==> src/sv/pbsalu_pkg.sv <==
// Package: types and constants for the packed byte SIMD ALU.
`timescale 1ns / 1ps

package pbsalu_pkg;

  localparam int unsigned LANES = 4;

  // Operation codes
  localparam logic [3:0] OP_ADD     = 4'd0;
  localparam logic [3:0] OP_SUB     = 4'd1;
  localparam logic [3:0] OP_ABSDIFF = 4'd2;
  localparam logic [3:0] OP_SATADD  = 4'd3;
  localparam logic [3:0] OP_AVG     = 4'd4;
  localparam logic [3:0] OP_MAX     = 4'd5;
  localparam logic [3:0] OP_MIN     = 4'd6;
  localparam logic [3:0] OP_CMPEQ   = 4'd7;
  localparam logic [3:0] OP_CMPGT   = 4'd8;
  localparam logic [3:0] OP_MULU    = 4'd9;
  localparam logic [3:0] OP_MULSU   = 4'd10;
  localparam logic [3:0] OP_SATPACK = 4'd11;

  localparam logic [7:0] LANE_MAX = 8'hff;

  typedef struct packed {
    logic [3:0]  req_type;
    logic [31:0] src_a;
    logic [31:0] src_b;
  } req_t;

  typedef struct packed {
    logic [31:0] dst_even;
    logic [31:0] dst_odd;
  } result_t;

  // What one lane hands to the merge stage
  typedef struct packed {
    logic [7:0]  val;
    logic        hit;
    logic [15:0] prod;
  } lane_res_t;

endpackage

==> src/sv/packed_byte_simd_alu.sv <==
// Module: top level of the packed 4x8 SIMD ALU, lanes plus merge, two-stage pipeline.
//
//  channel   direction  handshake            payload
//  request   in         start, busy          req    (req_t)
//  result    out        done (one cycle)     result (result_t)
//
//  An item is taken at any edge with start high; busy is never raised.
//  Lane results are registered first, then the merged words.
//  One item per cycle sustained.
//  Synchronous reset clears the valid flags only; data registers are not reset.
//  The receiver cannot stall: done lasts one cycle and the result is taken then.
`timescale 1ns / 1ps

module packed_byte_simd_alu
  import pbsalu_pkg::*;
(
  input  logic    clk,
  input  logic    rst,
  input  logic    start,
  output logic    busy,
  input  req_t    req,
  output logic    done,
  output result_t result
);

  lane_res_t  lane_now [LANES];
  lane_res_t  lane_q   [LANES];
  logic [3:0] s1_op;
  logic       s1_valid;
  result_t    merged;
  logic       take;

  assign busy = 1'b0;
  assign take = start && !busy;

  // Lanes work side by side on the incoming item
  for (genvar i = 0; i < LANES; i++) begin : g_lane
    logic [15:0] half;
    if (i < 2) begin : g_hb
      assign half = req.src_b[16*i +: 16];
    end else begin : g_ha
      assign half = req.src_a[16*(i-2) +: 16];
    end
    pbsalu_lane u_lane (
      .op   (req.req_type),
      .a    (req.src_a[8*i +: 8]),
      .b    (req.src_b[8*i +: 8]),
      .half (half),
      .res  (lane_now[i])
    );
  end

  // Hold lane results and the opcode
  always_ff @(posedge clk) begin
    if (rst) begin
      s1_valid <= 1'b0;
    end else begin
      s1_valid <= take;
    end
  end

  always_ff @(posedge clk) begin
    s1_op  <= req.req_type;
    lane_q <= lane_now;
  end

  pbsalu_merge u_merge (
    .op       (s1_op),
    .lane_res (lane_q),
    .result   (merged)
  );

  // Advance the merged words to the result register
  always_ff @(posedge clk) begin
    if (rst) begin
      done <= 1'b0;
    end else begin
      done <= s1_valid;
    end
  end

  always_ff @(posedge clk) begin
    result <= merged;
  end

`ifndef SYNTHESIS
  a_take_reaches_s1: assert property (@(posedge clk) disable iff (rst)
    take |=> s1_valid)
    else $error("accepted item did not reach the lane register");

  a_s1_reaches_done: assert property (@(posedge clk) disable iff (rst)
    s1_valid |=> done)
    else $error("lane result was not delivered");

  a_done_has_source: assert property (@(posedge clk) disable iff (rst)
    done |-> $past(s1_valid))
    else $error("result strobe without an item in flight");

  a_odd_only_mul: assert property (@(posedge clk) disable iff (rst)
    (done && (result.dst_odd != 32'd0)) |-> ($past(s1_op) == OP_MULU || $past(s1_op) == OP_MULSU))
    else $error("odd word set for a non-multiply item");
`endif

endmodule

==> src/sv/pbsalu_lane.sv <==
// Module: one byte lane of the SIMD ALU (byte ops, compare, multiply, pack).
`timescale 1ns / 1ps

module pbsalu_lane
  import pbsalu_pkg::*;
(
  input  logic [3:0]  op,
  input  logic [7:0]  a,
  input  logic [7:0]  b,
  input  logic [15:0] half,
  output lane_res_t   res
);

  logic [8:0]  sum;
  logic [8:0]  sum_rnd;
  logic [8:0]  diff;
  logic        a_ge_b;
  logic [8:0]  mul_a;
  logic [17:0] mul_p;
  logic [7:0]  packed_val;

  // Shared adder and subtractor for the byte operations
  assign sum     = {1'b0, a} + {1'b0, b};
  assign sum_rnd = sum + 9'd1;
  assign diff    = {1'b0, a} - {1'b0, b};
  assign a_ge_b  = ~diff[8];

  // Single 9x9 signed multiplier serves both multiply flavours
  assign mul_a = (op == OP_MULSU) ? {a[7], a} : {1'b0, a};
  assign mul_p = 18'($signed(mul_a) * $signed({1'b0, b}));

  // Clamp a signed halfword into an unsigned byte
  always_comb begin
    if (half[15]) begin
      packed_val = 8'd0;
    end else if (half[14:8] != 7'd0) begin
      packed_val = LANE_MAX;
    end else begin
      packed_val = half[7:0];
    end
  end

  // Select the lane byte result, the compare bit and the product
  always_comb begin
    res.hit  = (op == OP_CMPEQ) ? (a == b) : (a_ge_b && (diff[7:0] != 8'd0));
    res.prod = mul_p[15:0];
    case (op)
      OP_ADD:     res.val = sum[7:0];
      OP_SUB:     res.val = diff[7:0];
      OP_ABSDIFF: res.val = a_ge_b ? diff[7:0] : 8'(b - a);
      OP_SATADD:  res.val = sum[8] ? LANE_MAX : sum[7:0];
      OP_AVG:     res.val = sum_rnd[8:1];
      OP_MAX:     res.val = a_ge_b ? a : b;
      OP_MIN:     res.val = a_ge_b ? b : a;
      OP_SATPACK: res.val = packed_val;
      default:    res.val = 8'd0;
    endcase
  end

endmodule

==> src/sv/pbsalu_merge.sv <==
// Module: merge stage that assembles the lane results into the two result words.
`timescale 1ns / 1ps

module pbsalu_merge
  import pbsalu_pkg::*;
(
  input  logic [3:0] op,
  input  lane_res_t  lane_res [LANES],
  output result_t    result
);

  logic [LANES-1:0] hits;

  // Gather compare bits
  always_comb begin
    for (int i = 0; i < LANES; i++) begin
      hits[i] = lane_res[i].hit;
    end
  end

  // Pick the word layout by operation class
  always_comb begin
    case (op)
      OP_ADD, OP_SUB, OP_ABSDIFF, OP_SATADD, OP_AVG, OP_MAX, OP_MIN, OP_SATPACK: begin
        result.dst_even = {lane_res[3].val, lane_res[2].val,
                           lane_res[1].val, lane_res[0].val};
        result.dst_odd  = 32'd0;
      end
      OP_CMPEQ, OP_CMPGT: begin
        result.dst_even = {{(32 - LANES){1'b0}}, hits};
        result.dst_odd  = 32'd0;
      end
      OP_MULU, OP_MULSU: begin
        result.dst_even = {lane_res[1].prod, lane_res[0].prod};
        result.dst_odd  = {lane_res[3].prod, lane_res[2].prod};
      end
      default: begin
        result.dst_even = 32'd0;
        result.dst_odd  = 32'd0;
      end
    endcase
  end

endmodule
==> config.mk <==
export PLATFORM = sky130hd
export DESIGN_NAME = packed_byte_simd_alu
export DESIGN_NICKNAME = d
export VERILOG_FILES = /design/src/sv/pbsalu_pkg.sv /design/src/sv/packed_byte_simd_alu.sv /design/src/sv/pbsalu_lane.sv /design/src/sv/pbsalu_merge.sv
export SDC_FILE = /design/constraint.sdc
export NUM_CORES = 1
export LEC_CHECK = 0
export ABC_AREA = 1
export BUFFER_PORTS_ARGS = -buffer_cell sky130_fd_sc_hd__buf_4
export CORE_MARGIN = 2
export CORE_UTILIZATION = 47
export CTS_CLUSTER_DIAMETER = 50
export DETAILED_ROUTE_END_ITERATION = 16
export GPL_TIMING_DRIVEN = 0
export PLACE_DENSITY = 0.77
export SLEW_MARGIN = 20
export SYNTH_ARGS = -nofsm -noshare
export SYNTH_HDL_FRONTEND = slang
export SYNTH_SLANG_ARGS = --single-unit
==> constraint.sdc <==
create_clock -name clk -period 4.2 [get_ports clk]
set_clock_uncertainty 0.1 [all_clocks]
set_input_delay 0.21 -clock clk [delete_from_list [all_inputs] [get_ports clk]]
set_output_delay 0.21 -clock clk [all_outputs]
set_load 0.01 [all_outputs]
==> flow_summary.html, run 1 <==
<table>
<tr><th>Metric</th><th>Value</th></tr>
<tr><th colspan="2">Min path</th></tr>
<tr><td>Hold path cells</td><td>2</td></tr>
<tr><td>Hold/Removal Path Class</td><td>primary input to flip-flop</td></tr>
<tr><th colspan="2">CTS</th></tr>
<tr><td>CTS root buffer</td><td>clkbuf_16</td></tr>
<tr><td>Clock insertion delay at the later pin of the skew report</td><td>slightly below 500 ps</td></tr>
<tr><td>Clock slew at the register clock pins of the worst setup and hold paths</td><td>about 70 ps</td></tr>
<tr><td>Htree depth</td><td>4</td></tr>
<tr><td>Max clock buf depth</td><td>2</td></tr>
<tr><td>TritonCTS clock tree</td><td>done</td></tr>
<tr><td>Num CTS Buffers</td><td>17</td></tr>
<tr><td>CTS sink count</td><td>170</td></tr>
<tr><th colspan="2">Logic synthesis</th></tr>
<tr><td>Number of warnings reported in the yosys synthesis log</td><td>0</td></tr>
<tr><td>Synth Instances</td><td>3364</td></tr>
<tr><td>Register area share after synthesis</td><td>0.146</td></tr>
<tr><td>Area of the mapped netlist</td><td>23300 µm²</td></tr>
<tr><td>Fraction of synthesized cell area in xor and xnor cells</td><td>0.0423</td></tr>
<tr><td>Distinct cell type count of the synthesized netlist</td><td>55</td></tr>
<tr><td>Most used DFF post-synth</td><td>dfxtp_1</td></tr>
<tr><td>Post-synthesis net count</td><td>3891</td></tr>
<tr><td>Post-synthesis adder-cell area fraction</td><td>0.315</td></tr>
<tr><td>Synth Area in Compound Gates</td><td>0.0973</td></tr>
<tr><td>Post-synth top area share</td><td>0.186</td></tr>
<tr><td>Combinational family with the most area after synthesis</td><td>adder cells</td></tr>
<tr><td>Simple logic cell fraction of the synthesized area</td><td>0.236</td></tr>
<tr><td>Dominant cells by area after synthesis</td><td>fa_1, dfxtp_1, inv_1, ha_1, nand2_1</td></tr>
<tr><td>Post-synthesis mux area share</td><td>0.000645</td></tr>
<tr><td>Dominant cell type by area after synthesis</td><td>fa_1</td></tr>
<tr><td>Synthesis-stage register bit count</td><td>between 150 and 200</td></tr>
<tr><td>Syn avg cell area</td><td>~6.9 µm²</td></tr>
<tr><td>Synth async-reset ratio</td><td>0</td></tr>
<tr><td>Number of enable-type register cells in the synthesized netlist</td><td>0</td></tr>
<tr><th colspan="2">Die</th></tr>
<tr><td>Vertical die dimension</td><td>between 200 and 250 µm</td></tr>
<tr><td>Standard cell core area</td><td>around 49000 µm²</td></tr>
<tr><td>Die span in x</td><td>around 230 µm</td></tr>
<tr><td>Die Area</td><td>about 51000 µm²</td></tr>
<tr><td>Top-level I/O count</td><td>between 100 and 150</td></tr>
<tr><td>Starting density of the core</td><td>0.475</td></tr>
<tr><td># rows</td><td>81</td></tr>
<tr><th colspan="2">Global route</th></tr>
<tr><td>Initial antenna violation count</td><td>1</td></tr>
<tr><td>Number of global-route vias before repair</td><td>about 20000</td></tr>
<tr><td>First-pass GRT wire length</td><td>about 110000 µm</td></tr>
<tr><td>Remaining global-route overflow</td><td>0</td></tr>
<tr><td>Maximum number of pins on one net before global-route repair</td><td>18</td></tr>
<tr><td>Total Routing Usage GR</td><td>0.280</td></tr>
<tr><th colspan="2">Placement</th></tr>
<tr><td>Worst setup timing slack at the placement stage</td><td>-849 ps</td></tr>
<tr><td>Area of placed instances</td><td>approximately 25000 µm²</td></tr>
<tr><td># port buffers</td><td>about 140</td></tr>
<tr><td>RePlAce Congestion</td><td>between 0.9 and 1</td></tr>
<tr><td>HPWL reported at the end of detailed placement</td><td>about 57000 µm</td></tr>
<tr><th colspan="2">STA</th></tr>
<tr><td>Worst relative slew slack</td><td>0.305</td></tr>
<tr><td>Final Cycle Share</td><td>0.986</td></tr>
<tr><td>Final critical-path required period</td><td>roughly 4100 ps</td></tr>
<tr><td>Final hold viol count</td><td>0</td></tr>
<tr><td>Final max-slew violation count</td><td>0</td></tr>
<tr><td>Worst setup slack after layout</td><td>57.4 ps</td></tr>
<tr><td>Achievable clock frequency</td><td>~240 MHz</td></tr>
<tr><td>Least-Margin Pin Slew</td><td>1040 ps</td></tr>
<tr><td>Final count of negative-setup-slack endpoints</td><td>0</td></tr>
<tr><td>Worst hold-check slack</td><td>about 53 ps</td></tr>
<tr><th colspan="2">Power and ir drop</th></tr>
<tr><td>Switching part of the total power</td><td>0.453</td></tr>
<tr><td>Pint</td><td>around 5.3 mW</td></tr>
<tr><td>Relative contribution of the clock network to total power</td><td>0.174</td></tr>
<tr><td>Share of power burned in combinational logic</td><td>0.602</td></tr>
<tr><td>VDD IR-drop max</td><td>between 500 and 600 µV</td></tr>
<tr><td>Switching pwr</td><td>approximately 4.4 mW</td></tr>
<tr><td>Power density over the cells</td><td>roughly 360 nW/µm²</td></tr>
<tr><td>Reg power frac</td><td>0.224</td></tr>
<tr><td>LEAKAGE</td><td>14.7 nW</td></tr>
<tr><th colspan="2">Final layout</th></tr>
<tr><td>Final layout net count</td><td>4064</td></tr>
<tr><td>Fin area</td><td>between 20000 and 30000 µm²</td></tr>
<tr><td>Syn-to-layout area delta</td><td>14.9%</td></tr>
<tr><td>Area taken by flip-flops and latches</td><td>about 3400 µm²</td></tr>
<tr><td>Multi-input logic area</td><td>between 15000 and 20000 µm²</td></tr>
<tr><td>Count of antenna diodes in the layout</td><td>0</td></tr>
<tr><td>Total of fill cells in the finished design</td><td>~4600</td></tr>
<tr><td>Fraction of layout instances using a drive strength above 1</td><td>0.127</td></tr>
<tr><th colspan="2">Detailed routing</th></tr>
<tr><td>Per-cell routed wire length</td><td>approximately 17 µm</td></tr>
<tr><td>Drt first pass iters</td><td>5</td></tr>
<tr><td>Routed vias/inst</td><td>roughly 5.2</td></tr>
<tr><td>DRC violations left</td><td>0</td></tr>
<tr><td>Routed Wire Length</td><td>slightly above 70000 µm</td></tr>
<tr><td>Count of nets left with antenna violations after detail routing</td><td>0</td></tr>
<tr><td>Detailed-route via count</td><td>approximately 22000</td></tr>
<tr><td>Initial drt markers</td><td>just under 2000</td></tr>
<tr><th colspan="2">Setup path</th></tr>
<tr><td>R2R depth</td><td>5</td></tr>
<tr><td>Worst setup path class</td><td>primary input to flip-flop</td></tr>
<tr><td>Data arrival time of the critical path</td><td>4470 ps</td></tr>
<tr><td>Critical path startpoint category</td><td>primary input</td></tr>
<tr><td>CP endpoint kind</td><td>flip-flop</td></tr>
<tr><td>Endpoint required time on the critical path</td><td>between 4000 and 5000 ps</td></tr>
<tr><td>Top fanout value on the critical path</td><td>5</td></tr>
<tr><th colspan="2">Outcome</th></tr>
<tr><td>Result of the run</td><td>finished, final reports clean</td></tr>
<tr><th colspan="2">Flow run</th></tr>
<tr><td>Number of max-cap violations</td><td>0</td></tr>
</table>
==> what timing repair did <==
action	CTS	global route
hold endpoints to repair	8	0
gates resized for setup	20	130
gates cloned	0	2
hold buffers	9	0
setup buffers	8	26
endpoints found under the setup margin	16	23
pin swaps	10	90
==> placed cells by master (no fill, tap or decap), types with 21 or more instances in the layout <==
cell type and n:
inv_1 794, nand2_1 711, nand3_1 237, ha_1 215, fa_1 209, buf_4 179, dfxtp_1 170, nor2_1 163
o21ai_0 145, a21oi_1 126, xor2_1 68, nand4_1 48, clkbuf_1 38, buf_2 30, xnor2_1 30, inv_2 28
nor3_1 27, nor2_2 23, o21bai_1 23, ha_4 22, a21oi_2 21
==> worst paths after layout <==
| kind | from | to | slack [ps] |
|---|---|---|---|
| setup reg to reg | s1_op[0]$_DFF_P_ | result[53]$_DFF_P_ | 1500 |
| hold / removal | req[0] | lane_q[75]$_DFF_P_ | 50 |
| setup / recovery | req[67] | lane_q[14]$_DFF_P_ | 60 |
| hold reg to reg | lane_q[40]$_DFF_P_ | result[15]$_DFF_P_ | 310 |
==> cell families after synthesis <==
kind of cell	Yosys count
fa+ha+maj	456
mux	1
xor+xnor	108
simple gates	1281
compound gates	393
other cells	1
buf+inv	954
flops	170
==> synthesized netlist by cell type, types with 48 or more instances <==
master and n:
inv_1 812, a21oi_1 134, fa_1 216, o21ai_0 152, nand2_1 720, ha_1 240
clkbuf_1 65, dfxtp_1 170, nor2_1 183, xor2_1 71, nand3_1 241, nand4_1 48
==> layout make-up <==
cell class                      instances  area share
Multi-Input combinational cell       2240       0.625
Sequential cell                       170       0.127
Inverter                              828       0.117
Timing Repair Buffer                  180      0.0537
Tap cell                              664      0.0311
Buffer                                100      0.0232
Clock buffer                           18      0.0164
Clock inverter                         14     0.00665
==> worst max-delay path, stage by stage <==
cell       delay [ps]
buf_6              90
inv_2              40
nor2_4            160
nand2_8           130
buf_12            180
buf_4             140
clkbuf_16         170
nor2_4            160
inv_2              60
fa_2              610
xor2_1             80
ha_1              280
inv_1              60
fa_1              520
fa_1              500
inv_1              60
ha_4              280
inv_1              80
nor3_2            220
nand3_1           130
o2111ai_1         130
xor2_1            160
==> layer usage <==
metal  track usage  vias up  wire length (µm)
met5             0        -                12
met4         0.129        2              3450
met3        0.0451      169              5690
met2         0.439      927             32200
met1         0.379    10300             31200
li1              -    10600                 -
==> metrics by stage <==
stage	util	power (mW)	TNS, ps	std cells
3_3_place_gp	0.514	6.99	-14050	4163
6_report	0.546	9.66	0	4214
4_1_cts	0.530	8.88	-4.86	4203
3_5_place_dp	0.514	7.10	-15240	4163
2_1_floorplan	-	5.81	-164	3364
5_1_grt	0.546	10.5	-506	4214
==> flip-flops by register name (all words and copies together) (netlist names) <==
register	cells
s1_valid	1
s1_op	4
done	1
result	64
lane_q	100
==> power groups by stage <==
stage / clock [mW] / combinational (mW) / sequential [mW]
after CTS: 1.73 / 4.99 / 2.17
final: 1.68 / 5.81 / 2.16
after detailed placement: 0 / 4.90 / 2.20
after floorplan: 0 / 3.61 / 2.21
after global routing: 1.78 / 6.51 / 2.20
after global placement: 0 / 4.80 / 2.19
Power figures use the tool's default switching activity.
==> inputs of run 2 (changes only) <==
- CORE_ASPECT_RATIO: not set -> 1.25
- PLACE_DENSITY: 0.77 -> 0.67
- clock period: 4.2 -> 3.79 ns (I/O delays scaled with it)
==> run 2 against run 1 <==
  * Sequential share of layout area is 0.54 points lower
  * Wire length rose by 3.0%
  * Clock power up 5%
  * Register-to-register slack got worse by 50 ps
  * Final cell count rose by 1.1%
  * The run now ends with negative setup slack left
  * Combinational power rose by 32%
  * First-iteration DRC count fell by 22%
  * Design area rose by 4.4%
==> flow_summary.html, run 2 (same netlist as run 1, synthesis figures left out) <==
<table>
<tr><th>Metric</th><th>Value</th></tr>
<tr><th colspan="2">Outcome</th></tr>
<tr><td>Result of the run</td><td>finished with violations</td></tr>
<tr><td>Violated checks</td><td>negative setup slack</td></tr>
<tr><th colspan="2">Final layout</th></tr>
<tr><td>Commonest cells after routing, fill and taps aside</td><td>inv_1, nand2_1, nand3_1</td></tr>
<tr><td>Commonest non-fill, non-tap cell in the layout</td><td>inv_1</td></tr>
<tr><td>Syn-to-layout area delta</td><td>20.0%</td></tr>
<tr><td>Multi-input logic area</td><td>approximately 17000 µm²</td></tr>
<tr><td>Largest register FFs</td><td>100</td></tr>
<tr><td>Fraction of layout instances using a drive strength above 1</td><td>0.176</td></tr>
<tr><td>Total of fill cells in the finished design</td><td>4702</td></tr>
<tr><td>Final layout net count</td><td>between 4000 and 5000</td></tr>
<tr><td>Most flop-heavy register</td><td>lane_q</td></tr>
<tr><td>Fin area</td><td>27900 µm²</td></tr>
<tr><td>Count of antenna diodes in the layout</td><td>0</td></tr>
<tr><td>Registers with the most flip-flops</td><td>lane_q (100), result (64), s1_op (4)</td></tr>
<tr><td>Area taken by flip-flops and latches</td><td>between 3000 and 4000 µm²</td></tr>
<tr><td>Layout Utilization</td><td>0.569</td></tr>
<tr><th colspan="2">Detailed routing</th></tr>
<tr><td>Per-cell routed wire length</td><td>around 18 µm</td></tr>
<tr><td>Routed Wire Length</td><td>approximately 75000 µm</td></tr>
<tr><td>Routed vias/inst</td><td>just over 5</td></tr>
<tr><td>Drt first pass iters</td><td>6</td></tr>
<tr><td>Detailed-route via count</td><td>roughly 22000</td></tr>
<tr><td>Count of nets left with antenna violations after detail routing</td><td>0</td></tr>
<tr><td>Initial drt markers</td><td>1541</td></tr>
<tr><td>DRC violations left</td><td>0</td></tr>
<tr><th colspan="2">Die</th></tr>
<tr><td>Vertical die dimension</td><td>around 250 µm</td></tr>
<tr><td>Die Area</td><td>just over 50000 µm²</td></tr>
<tr><td>Die span in x</td><td>approximately 200 µm</td></tr>
<tr><td>Starting density of the core</td><td>0.474</td></tr>
<tr><td># rows</td><td>approximately 90</td></tr>
<tr><td>Standard cell core area</td><td>49100 µm²</td></tr>
<tr><td>Top-level I/O count</td><td>137</td></tr>
<tr><th colspan="2">CTS</th></tr>
<tr><td>Clock insertion delay at the later pin of the skew report</td><td>roughly 460 ps</td></tr>
<tr><td>Max clock buf depth</td><td>2</td></tr>
<tr><td>CTS sink count</td><td>170</td></tr>
<tr><td>CTS root buffer</td><td>clkbuf_16</td></tr>
<tr><td>TritonCTS clock tree</td><td>done</td></tr>
<tr><td>Clock slew at the register clock pins of the worst setup and hold paths</td><td>around 70 ps</td></tr>
<tr><td>Htree depth</td><td>4</td></tr>
<tr><td>Num CTS Buffers</td><td>17</td></tr>
<tr><th colspan="2">Flow run</th></tr>
<tr><td>Number of max-cap violations</td><td>0</td></tr>
<tr><th colspan="2">Placement</th></tr>
<tr><td># port buffers</td><td>between 100 and 150</td></tr>
<tr><td>HPWL reported at the end of detailed placement</td><td>58100 µm</td></tr>
<tr><td>RePlAce Congestion</td><td>between 0.9 and 1</td></tr>
<tr><td>Worst setup timing slack at the placement stage</td><td>-1040 ps</td></tr>
<tr><td>Area of placed instances</td><td>about 26000 µm²</td></tr>
<tr><th colspan="2">STA</th></tr>
<tr><td>Achievable clock frequency</td><td>around 250 MHz</td></tr>
<tr><td>Worst relative slew slack</td><td>0.338</td></tr>
<tr><td>Final count of negative-setup-slack endpoints</td><td>22</td></tr>
<tr><td>Final Cycle Share</td><td>1.07</td></tr>
<tr><td>Least-Margin Pin Slew</td><td>between 900 and 1000 ps</td></tr>
<tr><td>Setup repair after global routing missed its margin</td><td>yes</td></tr>
<tr><td>Final hold viol count</td><td>0</td></tr>
<tr><td>Final max-slew violation count</td><td>0</td></tr>
<tr><td>Worst setup slack after layout</td><td>-255 ps</td></tr>
<tr><td>Final critical-path required period</td><td>~4000 ps</td></tr>
<tr><th colspan="2">Setup path</th></tr>
<tr><td>CP endpoint kind</td><td>flip-flop</td></tr>
<tr><td>Worst setup path class</td><td>primary input to flip-flop</td></tr>
<tr><td>Endpoint required time on the critical path</td><td>4040 ps</td></tr>
<tr><td>Top fanout value on the critical path</td><td>5</td></tr>
<tr><td>Data arrival time of the critical path</td><td>roughly 4300 ps</td></tr>
<tr><td>Critical path startpoint category</td><td>primary input</td></tr>
<tr><th colspan="2">Power and ir drop</th></tr>
<tr><td>Power density over the cells</td><td>about 420 nW/µm²</td></tr>
<tr><td>LEAKAGE</td><td>about 15 nW</td></tr>
<tr><td>VDD IR-drop max</td><td>approximately 310 µV</td></tr>
<tr><th colspan="2">Global route</th></tr>
<tr><td>Remaining global-route overflow</td><td>0</td></tr>
<tr><td>Maximum number of pins on one net before global-route repair</td><td>19</td></tr>
<tr><td>First-pass GRT wire length</td><td>117000 µm</td></tr>
<tr><td>Number of global-route vias before repair</td><td>21900</td></tr>
<tr><td>Initial antenna violation count</td><td>2</td></tr>
<tr><td>Total Routing Usage GR</td><td>0.294</td></tr>
<tr><th colspan="2">Min path</th></tr>
<tr><td>Hold/Removal Path Class</td><td>primary input to flip-flop</td></tr>
</table>
## run 2: cell count changes in the layout (fill, tap and decap cells not counted), sizes merged
cell	change
buf	+59
clkbuf	+4
clkinv	+4
dlygate4sd3	-3
bufinv	-2
inv	-2
## run 2: cell type report
class,count,share of cell area
plain buffers,107,0.0241
clock buffers,17,0.0152
clock inverters,14,0.00551
inverters,828,0.113
multi-input cells,2240,0.622
flip-flops and latches,170,0.122
well taps,651,0.0292
repair buffers,234,0.0694
## run 2: power by group
| part | switching (mW) | internal, mW |
|---|---|---|
| Clock | 0.879 | 0.877 |
| Combinational | 4.50 | 3.18 |
| Sequential | 0.114 | 2.27 |
## run 2: what timing repair did
item / in CTS / in global routing
cloned: 0 / 0
buffers inserted: 77 / 15
hold buffers: 5 / 1
setup endpoints to repair: 24 / 29
hold endpoints to repair: 6 / 1
pin swaps: 117 / 122
gates resized for setup: 143 / 113
## run 2: path summary, 6_finish.rpt
path	end	startpoint	slack, ps	cells past startpoint
min	lane_q[0]$_DFF_P_	req[24]	40	2
max	lane_q[39]$_DFF_P_	req[66]	-250	20
min reg2reg	result[27]$_DFF_P_	lane_q[11]$_DFF_P_	300	2
max reg2reg	result[33]$_DFF_P_	s1_op[0]$_DFF_P_	1450	6
## run 2: critical path, cell delays in order
cell and delay (ps):
buf_8 110, nor2_4 170, nand2_8 110, buf_16 180, buf_16 170, nor2_4 140
inv_2 50, fa_1 540, inv_1 60, fa_1 500, inv_2 40, fa_1 490
fa_1 540, inv_2 50, ha_4 280, nand2_4 80, nor2_4 40, o31ai_4 240
nand4_1 140, xor2_1 170
## run 2: through the flow
step,total power [mW],instances,hold slack (ps),TNS (ps)
6_report,11.8,4261,44.2,-3100
5_1_grt,12.8,4261,45.1,-6160
4_1_cts,11.1,4251,-235,-2240
3_5_place_dp,8.45,4150,262,-22730
3_3_place_gp,8.35,4150,259,-21970
2_1_floorplan,6.99,3364,117,-2470
## run 2: metal layers
metal  vias to the layer above  GRT usage  part of all wire
met3                       219     0.0388             0.050
met5                         -          0           0.00015
li1                      10700          -                 -
met4                         2      0.180             0.064
met1                     10300      0.341              0.39
met2                       684      0.516              0.49
